===== config.mk =====
export PLATFORM = sky130hd
export DESIGN_NAME = midi_running_status_parser
export DESIGN_NICKNAME = d
export VERILOG_FILES = /design/src/rtl/core/mrsp_pkg.sv /design/src/rtl/core/midi_running_status_parser.sv /design/src/rtl/core/mrsp_parser.sv /design/src/rtl/core/mrsp_out_buf.sv
export VERILOG_INCLUDE_DIRS = /design/src /design/src/rtl/core
export SDC_FILE = /design/constraint.sdc
export NUM_CORES = 1
export LEC_CHECK = 0
export ABC_AREA = 1
export BUFFER_PORTS_ARGS = -buffer_cell sky130_fd_sc_hd__buf_2
export CAP_MARGIN = 40
export CORE_MARGIN = 4
export CORE_UTILIZATION = 50
export CTS_BUF_LIST = sky130_fd_sc_hd__clkbuf_8 sky130_fd_sc_hd__clkbuf_16
export DETAILED_ROUTE_END_ITERATION = 16
export PLACE_DENSITY = 0.75
export SETUP_SLACK_MARGIN = 0.3
export SLEW_MARGIN = 15
export SYNTH_ARGS = -nofsm -noshare
export SYNTH_HDL_FRONTEND = slang
export SYNTH_HIERARCHICAL = 1
export SYNTH_SLANG_ARGS = --single-unit

===== constraint.sdc =====
create_clock -name aclk -period 3.85 [get_ports aclk]
set_clock_uncertainty 0.15 [all_clocks]
set_input_delay 0.385 -clock aclk [delete_from_list [all_inputs] [get_ports aclk]]
set_output_delay 0.385 -clock aclk [all_outputs]
set_load 0.05 [all_outputs]

===== src/rtl/core/midi_running_status_parser_assert.svh =====
// Assertion macros shared by the MIDI running-status parser modules.
`ifndef MIDI_RUNNING_STATUS_PARSER_ASSERT_SVH
`define MIDI_RUNNING_STATUS_PARSER_ASSERT_SVH

`ifndef ASSERT_OFF

// Check a property on every rising edge while reset is released.
`define MRSP_ASSERT(lbl, clk, rstn, prop) \
    lbl: assert property (@(posedge clk) disable iff (!(rstn)) (prop)) \
        else $error("mrsp assertion failed");

// Check a property on every rising edge, reset included.
`define MRSP_ASSERT_ALWAYS(lbl, clk, prop) \
    lbl: assert property (@(posedge clk) (prop)) \
        else $error("mrsp assertion failed");

`else

`define MRSP_ASSERT(lbl, clk, rstn, prop)
`define MRSP_ASSERT_ALWAYS(lbl, clk, prop)

`endif

`endif


===== src/rtl/core/mrsp_pkg.sv =====
// Package: types and constants for the MIDI running-status parser.
`default_nettype none

package mrsp_pkg;

    localparam logic [7:0] MIDI_REALTIME_FIRST = 8'hF8;
    localparam logic [7:0] MIDI_SYSTEM_FIRST   = 8'hF0;
    localparam logic [3:0] MIDI_PROGRAM_CHANGE = 4'hC;
    localparam logic [3:0] MIDI_CHAN_PRESSURE  = 4'hD;
    localparam logic [7:0] MIDI_NO_STATUS      = 8'h00;

    localparam int unsigned BYTE_W = 8;
    localparam int unsigned DATA_W = 7;

    typedef struct packed {
        logic [BYTE_W-1:0] status_byte;
        logic [DATA_W-1:0] first_data;
        logic [DATA_W-1:0] second_data;
    } mrsp_msg_t;

    typedef struct packed {
        logic      valid;
        mrsp_msg_t msg;
    } mrsp_result_t;

endpackage

`default_nettype wire


===== src/rtl/core/midi_running_status_parser.sv =====
// Top level of the MIDI running-status parser.
// Takes one raw MIDI byte per transaction and emits one complete channel-voice
// message (status, first data, second data) once all its data bytes have come
// in; realtime bytes are ignored, system bytes cancel running status, and
// one-data-byte messages carry a zero second data byte. The parser state
// updates in the accepting cycle; a completed message is registered in the
// output register, or in the skid register while the m_ channel is stalled.
// A two-entry result buffer keeps s_ready high while one message waits on a
// stalled m_ channel; s_ready drops only when two messages are waiting.
`default_nettype none

module midi_running_status_parser (
    input  wire logic                        aclk,
    input  wire logic                        aresetn,
    input  wire logic                        s_valid,
    output logic                             s_ready,
    input  wire logic [mrsp_pkg::BYTE_W-1:0] s_midi_byte,
    output logic                             m_valid,
    input  wire logic                        m_ready,
    output logic [mrsp_pkg::BYTE_W-1:0]      m_status_byte,
    output logic [mrsp_pkg::DATA_W-1:0]      m_first_data,
    output logic [mrsp_pkg::DATA_W-1:0]      m_second_data
);
    import mrsp_pkg::*;

    logic         s_accept;
    mrsp_result_t parse_result;
    mrsp_msg_t    out_msg;

    assign s_accept = s_valid && s_ready;

    mrsp_parser u_parser (
        .aclk       (aclk),
        .aresetn    (aresetn),
        .byte_valid (s_accept),
        .byte_data  (s_midi_byte),
        .result     (parse_result)
    );

    mrsp_out_buf u_out_buf (
        .aclk       (aclk),
        .aresetn    (aresetn),
        .push       (parse_result),
        .push_ready (s_ready),
        .out_valid  (m_valid),
        .out_ready  (m_ready),
        .out_msg    (out_msg)
    );

    assign m_status_byte = out_msg.status_byte;
    assign m_first_data  = out_msg.first_data;
    assign m_second_data = out_msg.second_data;

endmodule

`default_nettype wire


===== src/rtl/core/mrsp_parser.sv =====
// Running-status tracking and message assembly for one byte per cycle while byte_valid is high.
`default_nettype none

module mrsp_parser (
    input  wire logic                     aclk,
    input  wire logic                     aresetn,
    input  wire logic                     byte_valid,
    input  wire logic [mrsp_pkg::BYTE_W-1:0] byte_data,
    output mrsp_pkg::mrsp_result_t        result
);
    import mrsp_pkg::*;

    `include "midi_running_status_parser_assert.svh"

    logic [BYTE_W-1:0] running_status_reg, running_status_next;
    logic [1:0]        bytes_needed_reg, bytes_needed_next;
    logic [1:0]        bytes_received_reg, bytes_received_next;
    logic [DATA_W-1:0] data0_reg, data0_next;
    logic [DATA_W-1:0] data1_reg, data1_next;
    logic [1:0]        received_count;
    logic [3:0]        kind;

    assign kind = byte_data[7:4];

    always_comb begin
        running_status_next = running_status_reg;
        bytes_needed_next   = bytes_needed_reg;
        bytes_received_next = bytes_received_reg;
        data0_next          = data0_reg;
        data1_next          = data1_reg;
        received_count      = bytes_received_reg;
        result              = '0;
        if (byte_valid) begin
            if (byte_data >= MIDI_REALTIME_FIRST) begin
                // realtime: leave everything untouched
            end else if (byte_data[7]) begin
                if (byte_data >= MIDI_SYSTEM_FIRST) begin
                    running_status_next = MIDI_NO_STATUS;
                    bytes_needed_next   = 2'd0;
                    bytes_received_next = 2'd0;
                end else begin
                    running_status_next = byte_data;
                    bytes_needed_next   = (kind == MIDI_PROGRAM_CHANGE ||
                                           kind == MIDI_CHAN_PRESSURE) ? 2'd1 : 2'd2;
                    bytes_received_next = 2'd0;
                end
            end else if (running_status_reg != MIDI_NO_STATUS) begin
                if (bytes_received_reg < 2'd2) begin
                    if (bytes_received_reg[0]) begin
                        data1_next = byte_data[DATA_W-1:0];
                    end else begin
                        data0_next = byte_data[DATA_W-1:0];
                    end
                    received_count = bytes_received_reg + 2'd1;
                end
                bytes_received_next = received_count;
                if (received_count >= bytes_needed_reg) begin
                    result.valid           = 1'b1;
                    result.msg.status_byte = running_status_reg;
                    result.msg.first_data  = data0_next;
                    result.msg.second_data = (bytes_needed_reg > 2'd1) ? data1_next : '0;
                    bytes_received_next    = 2'd0;
                end
            end
        end
    end

    always_ff @(posedge aclk) begin
        if (!aresetn) begin
            running_status_reg <= MIDI_NO_STATUS;
            bytes_needed_reg   <= 2'd0;
            bytes_received_reg <= 2'd0;
        end else begin
            running_status_reg <= running_status_next;
            bytes_needed_reg   <= bytes_needed_next;
            bytes_received_reg <= bytes_received_next;
        end
    end

    // data bytes are stored as they arrive; the last one is emitted straight from the input byte
    always_ff @(posedge aclk) begin
        data0_reg <= data0_next;
        data1_reg <= data1_next;
    end

    `MRSP_ASSERT(a_no_status_idle, aclk, aresetn, (running_status_reg == MIDI_NO_STATUS) |-> (bytes_needed_reg == 2'd0 && bytes_received_reg == 2'd0))
    `MRSP_ASSERT(a_partial_below_need, aclk, aresetn, (running_status_reg != MIDI_NO_STATUS) |-> (bytes_received_reg < bytes_needed_reg))
    `MRSP_ASSERT(a_emit_channel_status, aclk, aresetn, result.valid |-> (result.msg.status_byte[7] && result.msg.status_byte < MIDI_SYSTEM_FIRST))
    `MRSP_ASSERT(a_short_msg_zero, aclk, aresetn, (result.valid && bytes_needed_reg == 2'd1) |-> (result.msg.second_data == '0))

endmodule

`default_nettype wire


===== src/rtl/core/mrsp_out_buf.sv =====
// Two-entry result buffer: output register plus skid register.
`default_nettype none

module mrsp_out_buf (
    input  wire logic                  aclk,
    input  wire logic                  aresetn,
    input  wire mrsp_pkg::mrsp_result_t push,
    output logic                       push_ready,
    output logic                       out_valid,
    input  wire logic                  out_ready,
    output mrsp_pkg::mrsp_msg_t        out_msg
);
    import mrsp_pkg::*;

    `include "midi_running_status_parser_assert.svh"

    logic      out_valid_reg, out_valid_next;
    logic      skid_valid_reg, skid_valid_next;
    mrsp_msg_t out_msg_reg, out_msg_next;
    mrsp_msg_t skid_msg_reg, skid_msg_next;
    logic      pop;

    assign pop        = out_valid_reg && out_ready;
    assign push_ready = !skid_valid_reg;
    assign out_valid  = out_valid_reg;
    assign out_msg    = out_msg_reg;

    always_comb begin
        out_valid_next  = out_valid_reg;
        out_msg_next    = out_msg_reg;
        skid_valid_next = skid_valid_reg;
        skid_msg_next   = skid_msg_reg;
        if (!out_valid_reg || pop) begin
            // advance: skid first, then the new transaction
            if (skid_valid_reg) begin
                out_valid_next  = 1'b1;
                out_msg_next    = skid_msg_reg;
                skid_valid_next = 1'b0;
            end else begin
                out_valid_next = push.valid;
                out_msg_next   = push.msg;
            end
        end else if (push.valid) begin
            // hold the new result behind the stalled one
            skid_valid_next = 1'b1;
            skid_msg_next   = push.msg;
        end
    end

    always_ff @(posedge aclk) begin
        if (!aresetn) begin
            out_valid_reg  <= 1'b0;
            skid_valid_reg <= 1'b0;
        end else begin
            out_valid_reg  <= out_valid_next;
            skid_valid_reg <= skid_valid_next;
        end
    end

    always_ff @(posedge aclk) begin
        out_msg_reg  <= out_msg_next;
        skid_msg_reg <= skid_msg_next;
    end

    `MRSP_ASSERT(a_skid_behind_out, aclk, aresetn, skid_valid_reg |-> out_valid_reg)
    `MRSP_ASSERT(a_no_push_when_full, aclk, aresetn, skid_valid_reg |-> !push.valid)
    `MRSP_ASSERT_ALWAYS(a_empty_after_reset, aclk, !aresetn |=> (!out_valid_reg && !skid_valid_reg))

endmodule

`default_nettype wire

**After elaboration in Yosys (flattened, before gate mapping)**

Index checks and enable logic that the tools add are counted.

- Flip-flop bits (word level): 72
- Input port bits: 12
- Output and inout bits: 24

- Reduce and logical (&&, ||, !) cells: 13
- Equal/unequal tests: 2
- Magnitude comparators: 5
- Add/subtract/negate cells: 1
- Muxes and demuxes: 23
- Bitwise operators: 4

Operator list:

| kind | number |
|---|---|
| 2-to-1 mux 23 bit | 5 |
| 2-to-1 mux 7 bit | 5 |
| 2-to-1 mux 22 bit | 1 |
| 2-to-1 mux 2 bit | 10 |
| greater-or-equal comparator 8 bit (second input constant) | 2 |
| == test 4 bit (second input constant) | 2 |
| 2-to-1 mux 8 bit | 1 |
| nonzero test 8 bit | 1 |
| AND reduction 3 bit | 2 |
| inverter 1 bit | 4 |
| AND reduction 4 bit | 1 |
| adder 2 x 1 -> 2 bit (second input constant) | 1 |
| greater-or-equal comparator 2 bit | 1 |
| > comparator 2 x 1 -> 1 bit (second input constant) | 1 |
| logical AND 1 bit | 2 |
| zero test 1 bit | 2 |
| logical OR 1 bit | 2 |
| less-than comparator 2 bit (second input constant) | 1 |
| AND reduction 2 bit | 1 |
| nonzero test 2 bit | 1 |
| OR reduction 2 bit | 1 |
| 2-to-1 mux 1 bit | 1 |

**Depth between registers and ports, before layout**

- Depth in word-level cells: 13
- Gate-level depth with buffers: 11
- Depth with buffers taken out: 10

**By module**

Netlist, hierarchy kept.

Modules (own cells, without submodules):

| module | sequential area each (sq um) | cells each | area an instance (sq um) | instances |
|---|---|---|---|---|
| mrsp_out_buf | 1361.3 | 127 | 1737.9 | 1 |
| mrsp_parser | 660.6 | 218 | 1554.0 | 1 |
| midi_running_status_parser | 0.0 | 2 | 7.5 | 1 |

**Worst setup path before layout**

No wires, ideal clock.

- Path kind: register to register
- From: reg u_parser.bytes_received_reg[0]
- To: reg u_out_buf/skid_msg_reg[0] (netlist bit) (enable)
- Setup time: 0.401 ns
- Cell stages (with the launch flop): 11
- Slack: 0.698 ns
- Clock period less this slack: 3.152 ns
- Data arrival time: 2.601 ns
- Cells stage by stage: dfxtp_1 inv_1 ha_1 ha_1 o21ai_1 nand2_2 nand4_2 buf_4 inv_2 inv_1 nor2_1

RTL lines:

| element | line | RTL |
|---|---|---|
| from (decl) | mrsp_parser.sv:17 | `logic [1:0] bytes_received_reg, bytes_received_next;` |
| from (signal assigned) | mrsp_parser.sv:76 | `bytes_received_reg <= bytes_received_next;` |
| to (signal assigned) | mrsp_out_buf.sv:62 | `skid_msg_reg <= skid_msg_next;` |
| to (decl) | mrsp_out_buf.sv:20 | `mrsp_msg_t skid_msg_reg, skid_msg_next;` |

==> flow_metrics.env <==
export IMPL_outcome="completed"
export IMPL_regArea_sq_um=2022
export IMPL_synth_area_top_cells="edfxtp_1, nand2_1, dfxtp_1"
export IMPL_cp_required_ps=3730
export IMPL_finalMaxSlewViolations=0
export IMPL_synthAdderAreaFrac=0.01138
export IMPL_drive_above_1_share=0.1918
export IMPL_finalWeightedCongestion=0.8833
export IMPL_avgRoutedWirePerCell_microns=13.62
export IMPL_synth_top_cells_by_count="nand2_1, edfxtp_1, inv_1, nor2_1, dfxtp_1"
export IMPL_endpoint_kind="flip-flop"
export IMPL_yosys_area_share_simple=0.2347
export IMPL_synthArstFlopShare=0
export IMPL_clock_latency_ps=340
export IMPL_io_pins=36
export IMPL_vias=2325
export IMPL_cpMaxStageDelayCell="nand4_2"
export IMPL_yosysTopAreaCellShare=0.5279
export IMPL_grt_overflow=0
export IMPL_powerDensity_nw_per_um2=487.1
export IMPL_fin_nets=401
export IMPL_syn_nets=362
export IMPL_grt_max_degree=26
export IMPL_wirelength_microns=6372
export IMPL_yosysWarnings=6
export IMPL_cts_tree="built"
export IMPL_htree_levels=3
export IMPL_synth_top_family_by_area="simple AND/OR/NAND/NOR gates"
export IMPL_area_growth_pct=13.35
export IMPL_ant_nets=0
export IMPL_clk_path_buf_depth=2
export IMPL_critical_path_class="flip-flop to flip-flop"
export IMPL_setup_viol=0
export IMPL_first_pass_iters=4
export IMPL_cp_top_family="simple AND/OR/NAND/NOR gates"
export IMPL_yosysSeqAreaShare=0.6128
export IMPL_ys_flop_type="edfxtp_1"
export IMPL_cp_data_arrival_time_ps=3030
export IMPL_rsz0062_at_grt="no"
export IMPL_grt_pass1_wl_microns=10830
export IMPL_clockPowerShare=0.386
export IMPL_start_util=0.5167
export IMPL_fin_util=0.5856
export IMPL_cts_buffers_inserted=9
export IMPL_fillCellCount=549
export IMPL_die_y_microns=89.24
export IMPL_synthXorXnorAreaFrac=0
export IMPL_grt_pass1_vias=2280
export IMPL_cts_root_buf="clkbuf_8"
export IMPL_p_seq_frac=0.488
export IMPL_min_path_type="input pin to flip-flop"
export IMPL_synth_seq_cells=72
export IMPL_tightest_slew_ps=811.4
export IMPL_critPathBufInv=4
export IMPL_insertedDiodeCount=0
export IMPL_p_int_mw=1.357
export IMPL_post_cts_buffers=0
export IMPL_fp_row_count=29
export IMPL_crit_path_cell_trace="inv_1 > ha_1 > ha_1 > o21ai_1 > nand2_2 > nand4_2 > inv_2 > inv_1 > nor2_1 > buf_4"
export IMPL_core_area_sq_um=6386
export IMPL_multi_input_area_sq_um=965.9
export IMPL_synth_compound_area_share=0.04664
export IMPL_drt_iter0_markers=217
export IMPL_synth_top_cell_by_area="edfxtp_1"
export IMPL_die_area_sq_um=7963
export IMPL_viasPerCell=4.968
export IMPL_finalHoldViolations=0
export IMPL_max_vdd_ir_drop_mv=0.3080
export IMPL_combinationalPowerShare=0.126
export IMPL_avgSynthCellArea_sq_um=9.508
export IMPL_io_buffer_count=35
export IMPL_syn_area_sq_um=3299
export IMPL_clock_sinks=72
export IMPL_synth_distinct_cells=27
export IMPL_setup_worst_path_start_class="flip-flop"
export IMPL_synth_edf_count=58
export IMPL_cts_resized_gates=0
export IMPL_ctsHoldBuffers=0
export IMPL_dp_hpwl_microns=4487
export IMPL_drc_errors=0
export IMPL_fp_dieW_microns=89.24
export IMPL_cts_clk_slew_worst_paths_ps=70
export IMPL_synthMuxAreaShare=0
export IMPL_timing_fmax_mhz=317.9
export IMPL_track_usage=0.1816
export IMPL_synth_most_common_cell="nand2_1"
export IMPL_fin_crit_ps=3146
export IMPL_critPathMaxStageDelay_ps=380
export IMPL_fin_crit_sh=0.8171
export IMPL_p_leak_nw=1.706
export IMPL_sw_frac_of_total=0.2550
export IMPL_crit_fanout=17
export IMPL_p_sw_mw=0.4645
export IMPL_setup_tns_ps=0
export IMPL_grt_antenna_before_repair=0
export IMPL_syn_inst=347
export IMPL_max_cap_violations=0
export IMPL_relSlewSlack=0.4571
[logic make-up (layout without fill, tap and decap cells)]
kind of cell,after synthesis,in the layout
compound gates,30,30
fa+ha+maj,3,3
buf+inv,65,109
flops,72,72
simple gates,177,177
[cell usage in the layout (no fill, tap or decap), types with 4 or more instances in the layout]
cell type and count:
clkbuf_8 9, o21ai_1 4, dfxtp_1 14, nand3_1 12, nor2_1 47, edfxtp_1 58
o21ai_0 13, nand2_1 91, a21oi_1 12, nand2_2 11, nand4_1 10, inv_2 4
buf_2 35, inv_1 48
[through the flow]
step                      area, sq um  power (mW)  setup slack [ps]  std cells  hold WS [ps]
after floorplan                  3299       1.080             698.5        347         295.0
after global placement           3490       1.124             970.8        451         312.2
after detailed placement         3490       1.133             760.3        451         313.9
after CTS                        3725       1.833             727.4        467         159.4
after global routing             3740       1.903             485.8        468         168.4
final                            3740       1.822             704.3        468         168.8
[power by group through the flow]
stage | logic (mW) | clock network (mW) | registers, mW
final | 0.230 | 0.703 | 0.888
after global routing | 0.255 | 0.757 | 0.891
after CTS | 0.230 | 0.714 | 0.888
after detailed placement | 0.228 | 0 | 0.905
after global placement | 0.220 | 0 | 0.904
after floorplan | 0.118 | 0 | 0.961
[routing by layer]
| layer | track usage | routed length [microns] | up-vias |
|---|---|---|---|
| met5 | 0 | 0 | - |
| met4 | 0.09066 | 157 | 0 |
| met3 | 0.05069 | 315 | 11 |
| met2 | 0.2753 | 2960 | 57 |
| met1 | 0.2400 | 2939 | 1063 |
| li1 | - | - | 1194 |
[final timing paths]
path	startpoint	endpoint	slack, ps	depth (start not counted)
max	u_parser/bytes_received_reg[0]	u_out_buf/skid_msg_reg[10]	700	10
min	aresetn	u_parser/bytes_received_reg[0]	170	3
max reg2reg	u_parser/bytes_received_reg[0]	u_out_buf/skid_msg_reg[10]	700	10
min reg2reg	u_parser/bytes_needed_reg[1]	u_parser/bytes_needed_reg[1]	330	2
[tightest hold or removal path: stages]
cell and delay (ps):
buf_2 140, nand2_1 70, nor2_1 30
[layout make-up]
class / count / area share
Sequential cell: 72 / 0.5406
Multi-Input combinational cell: 210 / 0.2583
Timing Repair Buffer: 39 / 0.05688
Clock buffer: 9 / 0.03312
Tap cell: 77 / 0.02576
Clock inverter: 7 / 0.02978
Inverter: 54 / 0.05554
Note: power is estimated with default switching activity, not from simulation.
